## config.mk

```make
export PLATFORM = sky130hd
export DESIGN_NAME = blit_clip_calculator_unit
export DESIGN_NICKNAME = d
export VERILOG_FILES = /design/src/hdl/bcc_pkg.sv /design/src/hdl/bcc_cfg_regs.sv /design/src/hdl/bcc_clip_core.sv /design/src/hdl/blit_clip_calculator_unit.sv
export SDC_FILE = /design/constraint.sdc
export NUM_CORES = 2
export LEC_CHECK = 0
export BUFFER_PORTS_ARGS = -buffer_cell sky130_fd_sc_hd__buf_2
export CORE_MARGIN = 10
export CORE_UTILIZATION = 50
export CTS_CLUSTER_DIAMETER = 50
export CTS_CLUSTER_SIZE = 28
export DETAILED_ROUTE_END_ITERATION = 10
export PLACE_DENSITY = 0.67
export SETUP_SLACK_MARGIN = 0.3
export SYNTH_ARGS = -nofsm -noshare
export SYNTH_HDL_FRONTEND = slang
export SYNTH_HIERARCHICAL = 1
export SYNTH_SLANG_ARGS = --single-unit
```

## constraint.sdc

```tcl
create_clock -name aclk -period 25.4 [get_ports aclk]
set_clock_uncertainty 0.15 [all_clocks]
set_input_delay 5.08 -clock aclk [delete_from_list [all_inputs] [get_ports aclk]]
set_output_delay 5.08 -clock aclk [all_outputs]
set_load 0.05 [all_outputs]
```

## src/hdl/bcc_pkg.sv

```systemverilog
// Shared types and constants for the blit clip calculator.
// No dependencies; used by every module of the block by scoped names.
`default_nettype none

package bcc_pkg;

    localparam int FIELD_W   = 16;
    localparam int OFFSET_W  = 32;
    localparam int CALC_W    = 19;   // signed headroom for 16-bit sums and differences
    localparam int CFG_IDX_W = 8;

    localparam int S_TDATA_W = 8 * FIELD_W;
    localparam int M_TDATA_W = 2 * OFFSET_W + 8 * FIELD_W;

    // register indexes
    localparam logic [CFG_IDX_W-1:0] REG_CANVAS_WIDTH  = 8'd0;
    localparam logic [CFG_IDX_W-1:0] REG_CANVAS_HEIGHT = 8'd1;

    typedef struct packed {
        logic [FIELD_W-1:0] canvas_width;
        logic [FIELD_W-1:0] canvas_height;
    } bcc_cfg_t;

    typedef struct packed {
        logic [FIELD_W-1:0] area_x;
        logic [FIELD_W-1:0] area_y;
        logic [FIELD_W-1:0] area_width;
        logic [FIELD_W-1:0] area_height;
        logic [FIELD_W-1:0] image_x;
        logic [FIELD_W-1:0] image_y;
        logic [FIELD_W-1:0] image_width;
        logic [FIELD_W-1:0] image_height;
    } bcc_req_t;

    typedef struct packed {
        logic                valid_res;
        logic [OFFSET_W-1:0] source_offset;
        logic [OFFSET_W-1:0] dest_offset;
        logic [FIELD_W-1:0]  clipped_area_x;
        logic [FIELD_W-1:0]  clipped_area_y;
        logic [FIELD_W-1:0]  clipped_area_width;
        logic [FIELD_W-1:0]  clipped_area_height;
        logic [FIELD_W-1:0]  clipped_image_x;
        logic [FIELD_W-1:0]  clipped_image_y;
        logic [FIELD_W-1:0]  clipped_image_width;
        logic [FIELD_W-1:0]  clipped_image_height;
    } bcc_res_t;

endpackage

`default_nettype wire

```

## src/hdl/bcc_cfg_regs.sv

```systemverilog
// Canvas size registers written through the configuration channel.
// Depends on bcc_pkg.
`default_nettype none

module bcc_cfg_regs (
    input  wire logic                           aclk,
    input  wire logic                           aresetn,
    input  wire logic                           wr_en,
    input  wire logic [bcc_pkg::CFG_IDX_W-1:0]  wr_index,
    input  wire logic [bcc_pkg::FIELD_W-1:0]    wr_data,
    output bcc_pkg::bcc_cfg_t                   cfg
);

    bcc_pkg::bcc_cfg_t cfg_reg;

    always_ff @(posedge aclk) begin
        if (!aresetn) begin
            cfg_reg <= '0;
        end else if (wr_en) begin
            case (wr_index)
                bcc_pkg::REG_CANVAS_WIDTH: begin
                    cfg_reg.canvas_width <= wr_data;
                end
                bcc_pkg::REG_CANVAS_HEIGHT: begin
                    cfg_reg.canvas_height <= wr_data;
                end
                default: begin
                    // unknown index: ignored
                end
            endcase
        end
    end

    assign cfg = cfg_reg;

endmodule

`default_nettype wire

```

## src/hdl/bcc_clip_core.sv

```systemverilog
// Combinational clipping of one blit request against the canvas and work area.
// Depends on bcc_pkg.
`default_nettype none

module bcc_clip_core (
    input  wire bcc_pkg::bcc_cfg_t req_cfg,
    input  wire bcc_pkg::bcc_req_t req,
    output bcc_pkg::bcc_res_t      res
);

    localparam int W  = bcc_pkg::CALC_W;
    localparam int FW = bcc_pkg::FIELD_W;
    localparam int OW = bcc_pkg::OFFSET_W;

    function automatic logic signed [W-1:0] sx(input logic [FW-1:0] v);
        sx = {{(W-FW){v[FW-1]}}, v};
    endfunction

    function automatic logic signed [W-1:0] ux(input logic [FW-1:0] v);
        ux = {{(W-FW){1'b0}}, v};
    endfunction

    logic signed [W-1:0] ax, ay, aw, ah, bx, by, bw, bh, cw, ch;
    logic                reject;

    logic signed [W-1:0] ax1, aw1, aw2, aw3, dx, bx1, bw1, bw2;
    logic signed [W-1:0] ay1, ah1, ah2, ah3, dy, by1, bh1, bh2;
    logic signed [W-1:0] imx_diff, imy_diff, t0, t1, t2, t3, t4, t5, t6, t7;
    logic                left, top, over_x, over_y;
    logic [FW-1:0]       imx, imy;
    logic [OW-1:0]       src_x, dst_x, src_y, dst_y;
    logic [OW-1:0]       prod_src;

    always_comb begin
        ax = sx(req.area_x);
        ay = sx(req.area_y);
        aw = ux(req.area_width);
        ah = ux(req.area_height);
        bx = sx(req.image_x);
        by = sx(req.image_y);
        bw = ux(req.image_width);
        bh = ux(req.image_height);
        cw = ux(req_cfg.canvas_width);
        ch = ux(req_cfg.canvas_height);

        reject = (ax > cw) || (ay > ch) || (bx + bw < ax) || (by + bh < ay)
              || (ax + aw < bx) || (ay + ah < by);

        // x axis: work area to canvas, then bitmap to work area
        t0  = aw + ax;
        ax1 = (ax < 0) ? '0 : ax;
        aw1 = (ax < 0) ? ux(t0[FW-1:0]) : aw;
        t1  = cw - ax1;
        aw2 = (ax1 + aw1 > cw) ? ux(t1[FW-1:0]) : aw1;
        left     = bx < ax1;
        dx       = ax1 - bx;
        t2       = bw - dx;
        imx_diff = bx - ax1;
        bw1 = left ? ux(t2[FW-1:0]) : bw;
        bx1 = left ? ax1 : bx;
        imx = left ? req.image_x : imx_diff[FW-1:0];
        // dx is positive when left, bx non-negative otherwise
        src_x = left ? OW'(dx[W-2:0]) : '0;
        dst_x = left ? '0 : OW'(bx[FW-1:0]);
        over_x = (bx1 + bw1) > (ax1 + aw2);
        t3  = ax1 + aw2 - bx1;
        bw2 = over_x ? ux(t3[FW-1:0]) : bw1;
        t3  = bx1 + bw1 - ax1;
        aw3 = over_x ? aw2 : ux(t3[FW-1:0]);

        // y axis, same rule
        t4  = ah + ay;
        ay1 = (ay < 0) ? '0 : ay;
        ah1 = (ay < 0) ? ux(t4[FW-1:0]) : ah;
        t5  = ch - ay1;
        ah2 = (ay1 + ah1 > ch) ? ux(t5[FW-1:0]) : ah1;
        top      = by < ay1;
        dy       = ay1 - by;
        t6       = bh - dy;
        imy_diff = by - ay1;
        bh1 = top ? ux(t6[FW-1:0]) : bh;
        by1 = top ? ay1 : by;
        imy = top ? req.image_y : imy_diff[FW-1:0];
        // dy is at most 65535 when top, so 16 by 16 bits covers the product
        prod_src = OW'(dy[FW-1:0]) * OW'(req.image_width);
        src_y = top ? prod_src : '0;
        dst_y = top ? '0 : OW'(req_cfg.canvas_width) * OW'(by[FW-1:0]);
        over_y = (by1 + bh1) > (ay1 + ah2);
        t7  = ay1 + ah2 - by1;
        bh2 = over_y ? ux(t7[FW-1:0]) : bh1;
        t7  = by1 + bh1 - ay1;
        ah3 = over_y ? ah2 : ux(t7[FW-1:0]);

        if (reject) begin
            res.valid_res            = 1'b0;
            res.source_offset        = '0;
            res.dest_offset          = '0;
            res.clipped_area_x       = req.area_x;
            res.clipped_area_y       = req.area_y;
            res.clipped_area_width   = req.area_width;
            res.clipped_area_height  = req.area_height;
            res.clipped_image_x      = req.image_x;
            res.clipped_image_y      = req.image_y;
            res.clipped_image_width  = req.image_width;
            res.clipped_image_height = req.image_height;
        end else begin
            res.valid_res            = 1'b1;
            res.source_offset        = src_x + src_y;
            res.dest_offset          = dst_x + dst_y;
            res.clipped_area_x       = ax1[FW-1:0];
            res.clipped_area_y       = ay1[FW-1:0];
            res.clipped_area_width   = aw3[FW-1:0];
            res.clipped_area_height  = ah3[FW-1:0];
            res.clipped_image_x      = imx;
            res.clipped_image_y      = imy;
            res.clipped_image_width  = bw2[FW-1:0];
            res.clipped_image_height = bh2[FW-1:0];
        end
    end

endmodule

`default_nettype wire

```

## src/hdl/blit_clip_calculator_unit.sv

```systemverilog
// Blit clip calculator: top level with stream channels and pipeline registers.
// Depends on bcc_pkg, bcc_cfg_regs and bcc_clip_core.
//
// Usage:
//   s_* channel: one blit request per item (work area and bitmap rectangle).
//   m_* channel: one result per request; m_tuser is the valid flag, clear on
//   an early reject, m_tdata holds offsets and the clipped rectangles.
//   cfg_* channel: canvas width (index 0) and height (index 1); always ready,
//   other indexes are dropped. Write only while no request is in flight.
// Path: a request accepted on s_* passes the input register, the clip logic and the
// result register before its result is offered on m_*.
// Throughput: one item per cycle while m_tready stays high, set by the single pass
// through the clip logic with its two multipliers.
// Reset (aresetn low, synchronous) empties both registers and clears the
// canvas size to zero. When m_tready is low the result holds and the input
// register still takes one more item; beyond that s_tready drops.
`default_nettype none

module blit_clip_calculator_unit (
    input  wire logic                            aclk,
    input  wire logic                            aresetn,
    // request channel
    input  wire logic                            s_tvalid,
    output wire logic                            s_tready,
    // lowest bit up: area_x, area_y, area_width, area_height,
    // image_x, image_y, image_width, image_height
    input  wire logic [bcc_pkg::S_TDATA_W-1:0]   s_tdata,
    // result channel
    output wire logic                            m_tvalid,
    input  wire logic                            m_tready,
    // lowest bit up: source_offset, dest_offset, clipped_area_x, clipped_area_y,
    // clipped_area_width, clipped_area_height, clipped_image_x, clipped_image_y,
    // clipped_image_width, clipped_image_height
    output wire logic [bcc_pkg::M_TDATA_W-1:0]   m_tdata,
    // valid_res
    output wire logic                            m_tuser,
    // configuration channel
    input  wire logic                            cfg_valid,
    output wire logic                            cfg_ready,
    input  wire logic [bcc_pkg::CFG_IDX_W-1:0]   cfg_index,
    input  wire logic [bcc_pkg::FIELD_W-1:0]     cfg_data
);

    localparam int FW = bcc_pkg::FIELD_W;

    bcc_pkg::bcc_cfg_t cfg;
    bcc_pkg::bcc_req_t req_in, req_reg;
    bcc_pkg::bcc_res_t res_comb, res_reg;
    logic              in_valid_reg, out_valid_reg;
    logic              out_advance, in_take;

    assign cfg_ready = 1'b1;

    bcc_cfg_regs u_cfg (
        .aclk     (aclk),
        .aresetn  (aresetn),
        .wr_en    (cfg_valid),
        .wr_index (cfg_index),
        .wr_data  (cfg_data),
        .cfg      (cfg)
    );

    always_comb begin
        req_in.area_x       = s_tdata[0*FW +: FW];
        req_in.area_y       = s_tdata[1*FW +: FW];
        req_in.area_width   = s_tdata[2*FW +: FW];
        req_in.area_height  = s_tdata[3*FW +: FW];
        req_in.image_x      = s_tdata[4*FW +: FW];
        req_in.image_y      = s_tdata[5*FW +: FW];
        req_in.image_width  = s_tdata[6*FW +: FW];
        req_in.image_height = s_tdata[7*FW +: FW];
    end

    bcc_clip_core u_core (
        .req_cfg (cfg),
        .req     (req_reg),
        .res     (res_comb)
    );

    assign out_advance = !out_valid_reg || m_tready;
    assign s_tready    = !in_valid_reg || out_advance;
    assign in_take     = s_tvalid && s_tready;

    always_ff @(posedge aclk) begin
        if (!aresetn) begin
            in_valid_reg  <= 1'b0;
            out_valid_reg <= 1'b0;
        end else begin
            if (s_tready) begin
                in_valid_reg <= s_tvalid;
            end
            if (out_advance) begin
                out_valid_reg <= in_valid_reg;
            end
        end
    end

    always_ff @(posedge aclk) begin
        if (in_take) begin
            req_reg <= req_in;
        end
        if (out_advance && in_valid_reg) begin
            res_reg <= res_comb;
        end
    end

    assign m_tvalid = out_valid_reg;
    assign m_tuser  = res_reg.valid_res;
    assign m_tdata  = {res_reg.clipped_image_height, res_reg.clipped_image_width,
                       res_reg.clipped_image_y, res_reg.clipped_image_x,
                       res_reg.clipped_area_height, res_reg.clipped_area_width,
                       res_reg.clipped_area_y, res_reg.clipped_area_x,
                       res_reg.dest_offset, res_reg.source_offset};

endmodule

`default_nettype wire

```

* Word level (Yosys, flattened, before mapping) *
Cells that the tools add are included.

word-level totals
  bits in registers = 355
  logic and storage cells = 99

operators by class
  add/sub/neg operators = 24
  $mul = 2
  order comparisons = 14
  equality and inequality tests = 1
  mux-type cells = 21
  reductions and logical operators = 14

operator list
  kind                   count
  $mux W16               13
  $mux W193              1
  $sub A16 B16 Y16       11
  $add A19 B17 Y19       4
  $mux W19               4
  $add A16 B17 Y18       4
  $lt A18 B16 Y1         4
  $add A32 B32 Y32       2
  $mul A16 B16 Y32       2
  $mux W32               2
  $add A19 B19 Y19       2
  $gt A19 B17 Y1         2
  $gt A19 B19 Y1         2
  $lt A16 B19 Y1         2
  $gt A16 B17 Y1         2
  $lt A16 B1 Y1 const B  2
  $mux W18               1
  $sub A18 B16 Y18       1
  $eq A8 B1 Y1 const B   1
  $logic_not A8 Y1       1
  $logic_or A1 B1 Y1     7
  $reduce_and A2 Y1      2
  $logic_and A1 B1 Y1    2
  $logic_not A1 Y1       2

* Logic depth before layout (Yosys ltp) *
  word-level depth = 9
  depth in mapped cells = 55

* Modules after synthesis *
The synthesis kept the hierarchy.

by module, submodules not included
  module                     times used  cells each  area each (µm²)  sequential area each (µm²)
  bcc_clip_core              1           5,519       41,409.7         0.0
  blit_clip_calculator_unit  1           332         9,754.4          9,679.3
  bcc_cfg_regs               1           125         1,246.2          640.6

* Least setup slack after synthesis *
No wires, ideal clock.

  path kind = input -> register
  start point = input port m_tready
  end point = register res_reg (netlist bit m_tdata[0]) (enable)
  arrival time = 13.567 ns
  data required time = 24.481 ns
  slack = 10.913 ns
  stages = 2
  buffers on the path = 0
  path through = nor2b_4 > nor2b_1

on the way
  longest elaborated chain between the ends = 2

ends and longest elaborated chain
  item                  RTL line                          source
  start, declared       blit_clip_calculator_unit.sv:30   input wire logic m_tready,
  $logic_or A1 B1 Y1    blit_clip_calculator_unit.sv:80   assign out_advance = !out_valid_reg || m_tready;
  $logic_and A1 B1 Y1   blit_clip_calculator_unit.sv:102  if (out_advance && in_valid_reg) begin
  end signal, assigned  blit_clip_calculator_unit.sv:103  res_reg <= res_comb;
  end, declared         blit_clip_calculator_unit.sv:48   bcc_pkg::bcc_res_t res_comb, res_reg;

Every way passes these cells.
A chain may end at the register's enable or synchronous reset.

==> results.json <==
{
  "vdd_drop_max_mv": 0.389,
  "io_pins": 353,
  "setup_violations": 0,
  "clock_sinks": 355,
  "ys_ff_latch": 355,
  "avgViaCountPerCell": 5.95,
  "cap_violations": 0,
  "endpoint_kind": "flop",
  "relSlewSlack": 0.108,
  "drive_gt1_frac": 0.110,
  "cts_root_buf": "clkbuf_16",
  "grt_start_max_net_pins": 67,
  "p_leak_uw": 0.0271,
  "synth-edff-count": 321,
  "firstDrtPassIters": 6,
  "path_clk_slew_ns": 0.07,
  "rsz0062_at_grt": "no",
  "hold_violations": 0,
  "ys_top_cells_by_area": "edfxtp_1 18%, ha_1 18%, fa_1 16%, inv_1 5.7%, nand2_1 4.8%",
  "power_uw": 9330,
  "fin_nets": 7627,
  "synth_largest_area_cell": "edfxtp_1",
  "slew_violations": 0,
  "cts_made_buffers": 59,
  "yosys_most_used_dff": "edfxtp_1",
  "synthCells": 5976,
  "r2r_slack_ns": 13.09,
  "gr-usage-all-layers": 0.322,
  "critPathSlowestCell": "or4_1",
  "cp.required_ns": 25.80,
  "synth_commonest_cells": "793 x inv_1, 756 x ha_1, 664 x nand2_1, 478 x nor2_1, 412 x fa_1",
  "fmax_ghz": 0.0812,
  "ctsHoldBuffers": 0,
  "largest_reg_flops": 192,
  "final.setup.tns_ns": 0,
  "seq_area_um2": 10300,
  "multi_input_area_um2": 38400,
  "drc_errors": 0,
  "crit_arrival_ns": 12.71,
  "placed_cells": 7621,
  "cts_setup_buffers": 0,
  "syn-cell-area_um2": 52400,
  "cts_resized": 0,
  "antenna_found_initial": 12,
  "globalplace.congestion": 1.02,
  "powerDensity_nw_per_um2": 161,
  "worst_pin_slew_ns": 1.33,
  "syn_nets": 7301,
  "grt_pass1_vias": 44900,
  "synth-async-reset-ratio": 0,
  "critPathKind": "reg -> reg",
  "area_growth_pct": 10.7,
  "die_h_um": 344,
  "hold_class": "reg -> reg",
  "overflow": 0,
  "dieWidth_um": 344,
  "ys_warn_count": 6,
  "core_um2": 104000,
  "dp_hpwl_um": 159000,
  "synth_top_area_share": 0.184,
  "worst_setup_path_start_kind": "flop",
  "status": "finished clean",
  "rows": 118,
  "start_util": 0.505,
  "cp_common_cell": "a21oi_1",
  "fillers": 9462,
  "fin_crit_sh": 0.485,
  "cp_max_fo": 29,
  "synth-seq-area-share": 0.197,
  "syn_avg_cell_area_um2": 8.77,
  "synth.most_common_cell": "inv_1",
  "cpPeakStageDelay_ns": 0.52,
  "cts_tree": "yes",
  "clock_latency_ns": 0.69,
  "port_buffers": 351,
  "clockBufferDepth": 3,
  "post_drt_wl_per_cell_um": 25.3,
  "htree_levels": 2,
  "num_vias": 46000,
  "die-area_um2": 118000,
  "yosysUniqueCellTypes": 110,
  "wl_um": 196000,
  "period_needed_ns": 12.31,
  "drt_iter0_markers": 4521,
  "final_cell_count_no_fill": 7736,
  "grt_first_pass_wirelength_um": 285000,
  "ant_nets": 0
}
## where the power goes
part	total, uW	leakage, uW	internal [uW]	switching, uW
Combinational	7750	0.0227	3040	4710
Sequential	733	0.00331	699	34.0
Clock	851	0.00102	486	365
## per-layer routing
| layer | up-vias | global-route usage | part of all wire |
|---|---|---|---|
| met5 | - | 0 | 0.00018 |
| li1 | 21100 | - | - |
| met3 | 377 | 0.0907 | 0.11 |
| met2 | 2245 | 0.476 | 0.42 |
| met1 | 22300 | 0.434 | 0.42 |
| met4 | 6 | 0.148 | 0.052 |
## critical path: cells and delay by family, from the launching register on
| kind | cells | cell delay (ns) |
|---|---|---|
| AO/OA/AOI/OAI | 30 | 5.92 |
| adder cells (fa/ha/maj) | 6 | 2.10 |
| AND/OR/NAND/NOR | 8 | 1.59 |
| buffers and inverters | 3 | 1.11 |
| multiplexers | 2 | 0.71 |
| flip-flops | 1 | 0.48 |
| XOR/XNOR | 1 | 0.10 |
## cell families after synthesis
logic type	after synthesis	share of synthesized area
simple gates	1786	0.157
compound gates	1177	0.146
other cells	1	0.0000716
flops	355	0.197
buf+inv	984	0.0718
mux	138	0.0280
xor+xnor	367	0.0617
fa+ha+maj	1168	0.338
## placed cells by master, fill, tap and decap left out, types with 43 or more instances in the layout
master     instances
a21oi_1          308
nor2_1           477
a211oi_1          56
mux2i_1           76
o21a_1            68
nor3_1           127
fa_1             412
buf_2            351
xor2_1           107
a21o_1           144
o21ai_0          248
inv_1            793
nand2_1          664
a31oi_1           43
nand2b_1          47
and2_1            95
ha_1             755
o21bai_1          54
buf_4             94
clkbuf_16         60
xnor2_1          256
edfxtp_1         321
nor2b_1           77
mux2_2            60
nand3_1           96
## layout make-up
| class | count | area share |
|---|---|---|
| Antenna cell | 4 | 0.000172 |
| Tap cell | 1380 | 0.0298 |
| Inverter | 804 | 0.0520 |
| Timing Repair Buffer | 445 | 0.0424 |
| Multi-Input combinational cell | 4637 | 0.662 |
| Clock inverter | 49 | 0.0100 |
| Sequential cell | 355 | 0.178 |
| Clock buffer | 62 | 0.0260 |
## final timing paths
check / from / endpoint / cells past startpoint
worst max register to register: req_reg[112]$_DFFE_PP_ / m_tdata[99]$_DFFE_PP_ / 50
worst min-delay path: u_cfg/cfg[16]$_SDFFE_PN0P_ / u_cfg/cfg[16]$_SDFFE_PN0P_ / 2
worst min register to register: u_cfg/cfg[16]$_SDFFE_PN0P_ / u_cfg/cfg[16]$_SDFFE_PN0P_ / 2
worst max-delay path: req_reg[112]$_DFFE_PP_ / m_tdata[99]$_DFFE_PP_ / 50
## stage by stage
stage / utilization / area [um2] / hold WS [ns] / setup WS [ns]
after floorplan: - / 52400 / 0.284 / 10.91
after global placement: 0.539 / 55900 / 0.295 / 13.36
after detailed placement: 0.539 / 55900 / 0.306 / 13.25
after CTS: 0.559 / 58000 / 0.314 / 13.16
after global routing: 0.559 / 58000 / 0.342 / 12.20
final: 0.559 / 58000 / 0.312 / 13.09
Note: power is estimated with default switching activity, not from simulation.
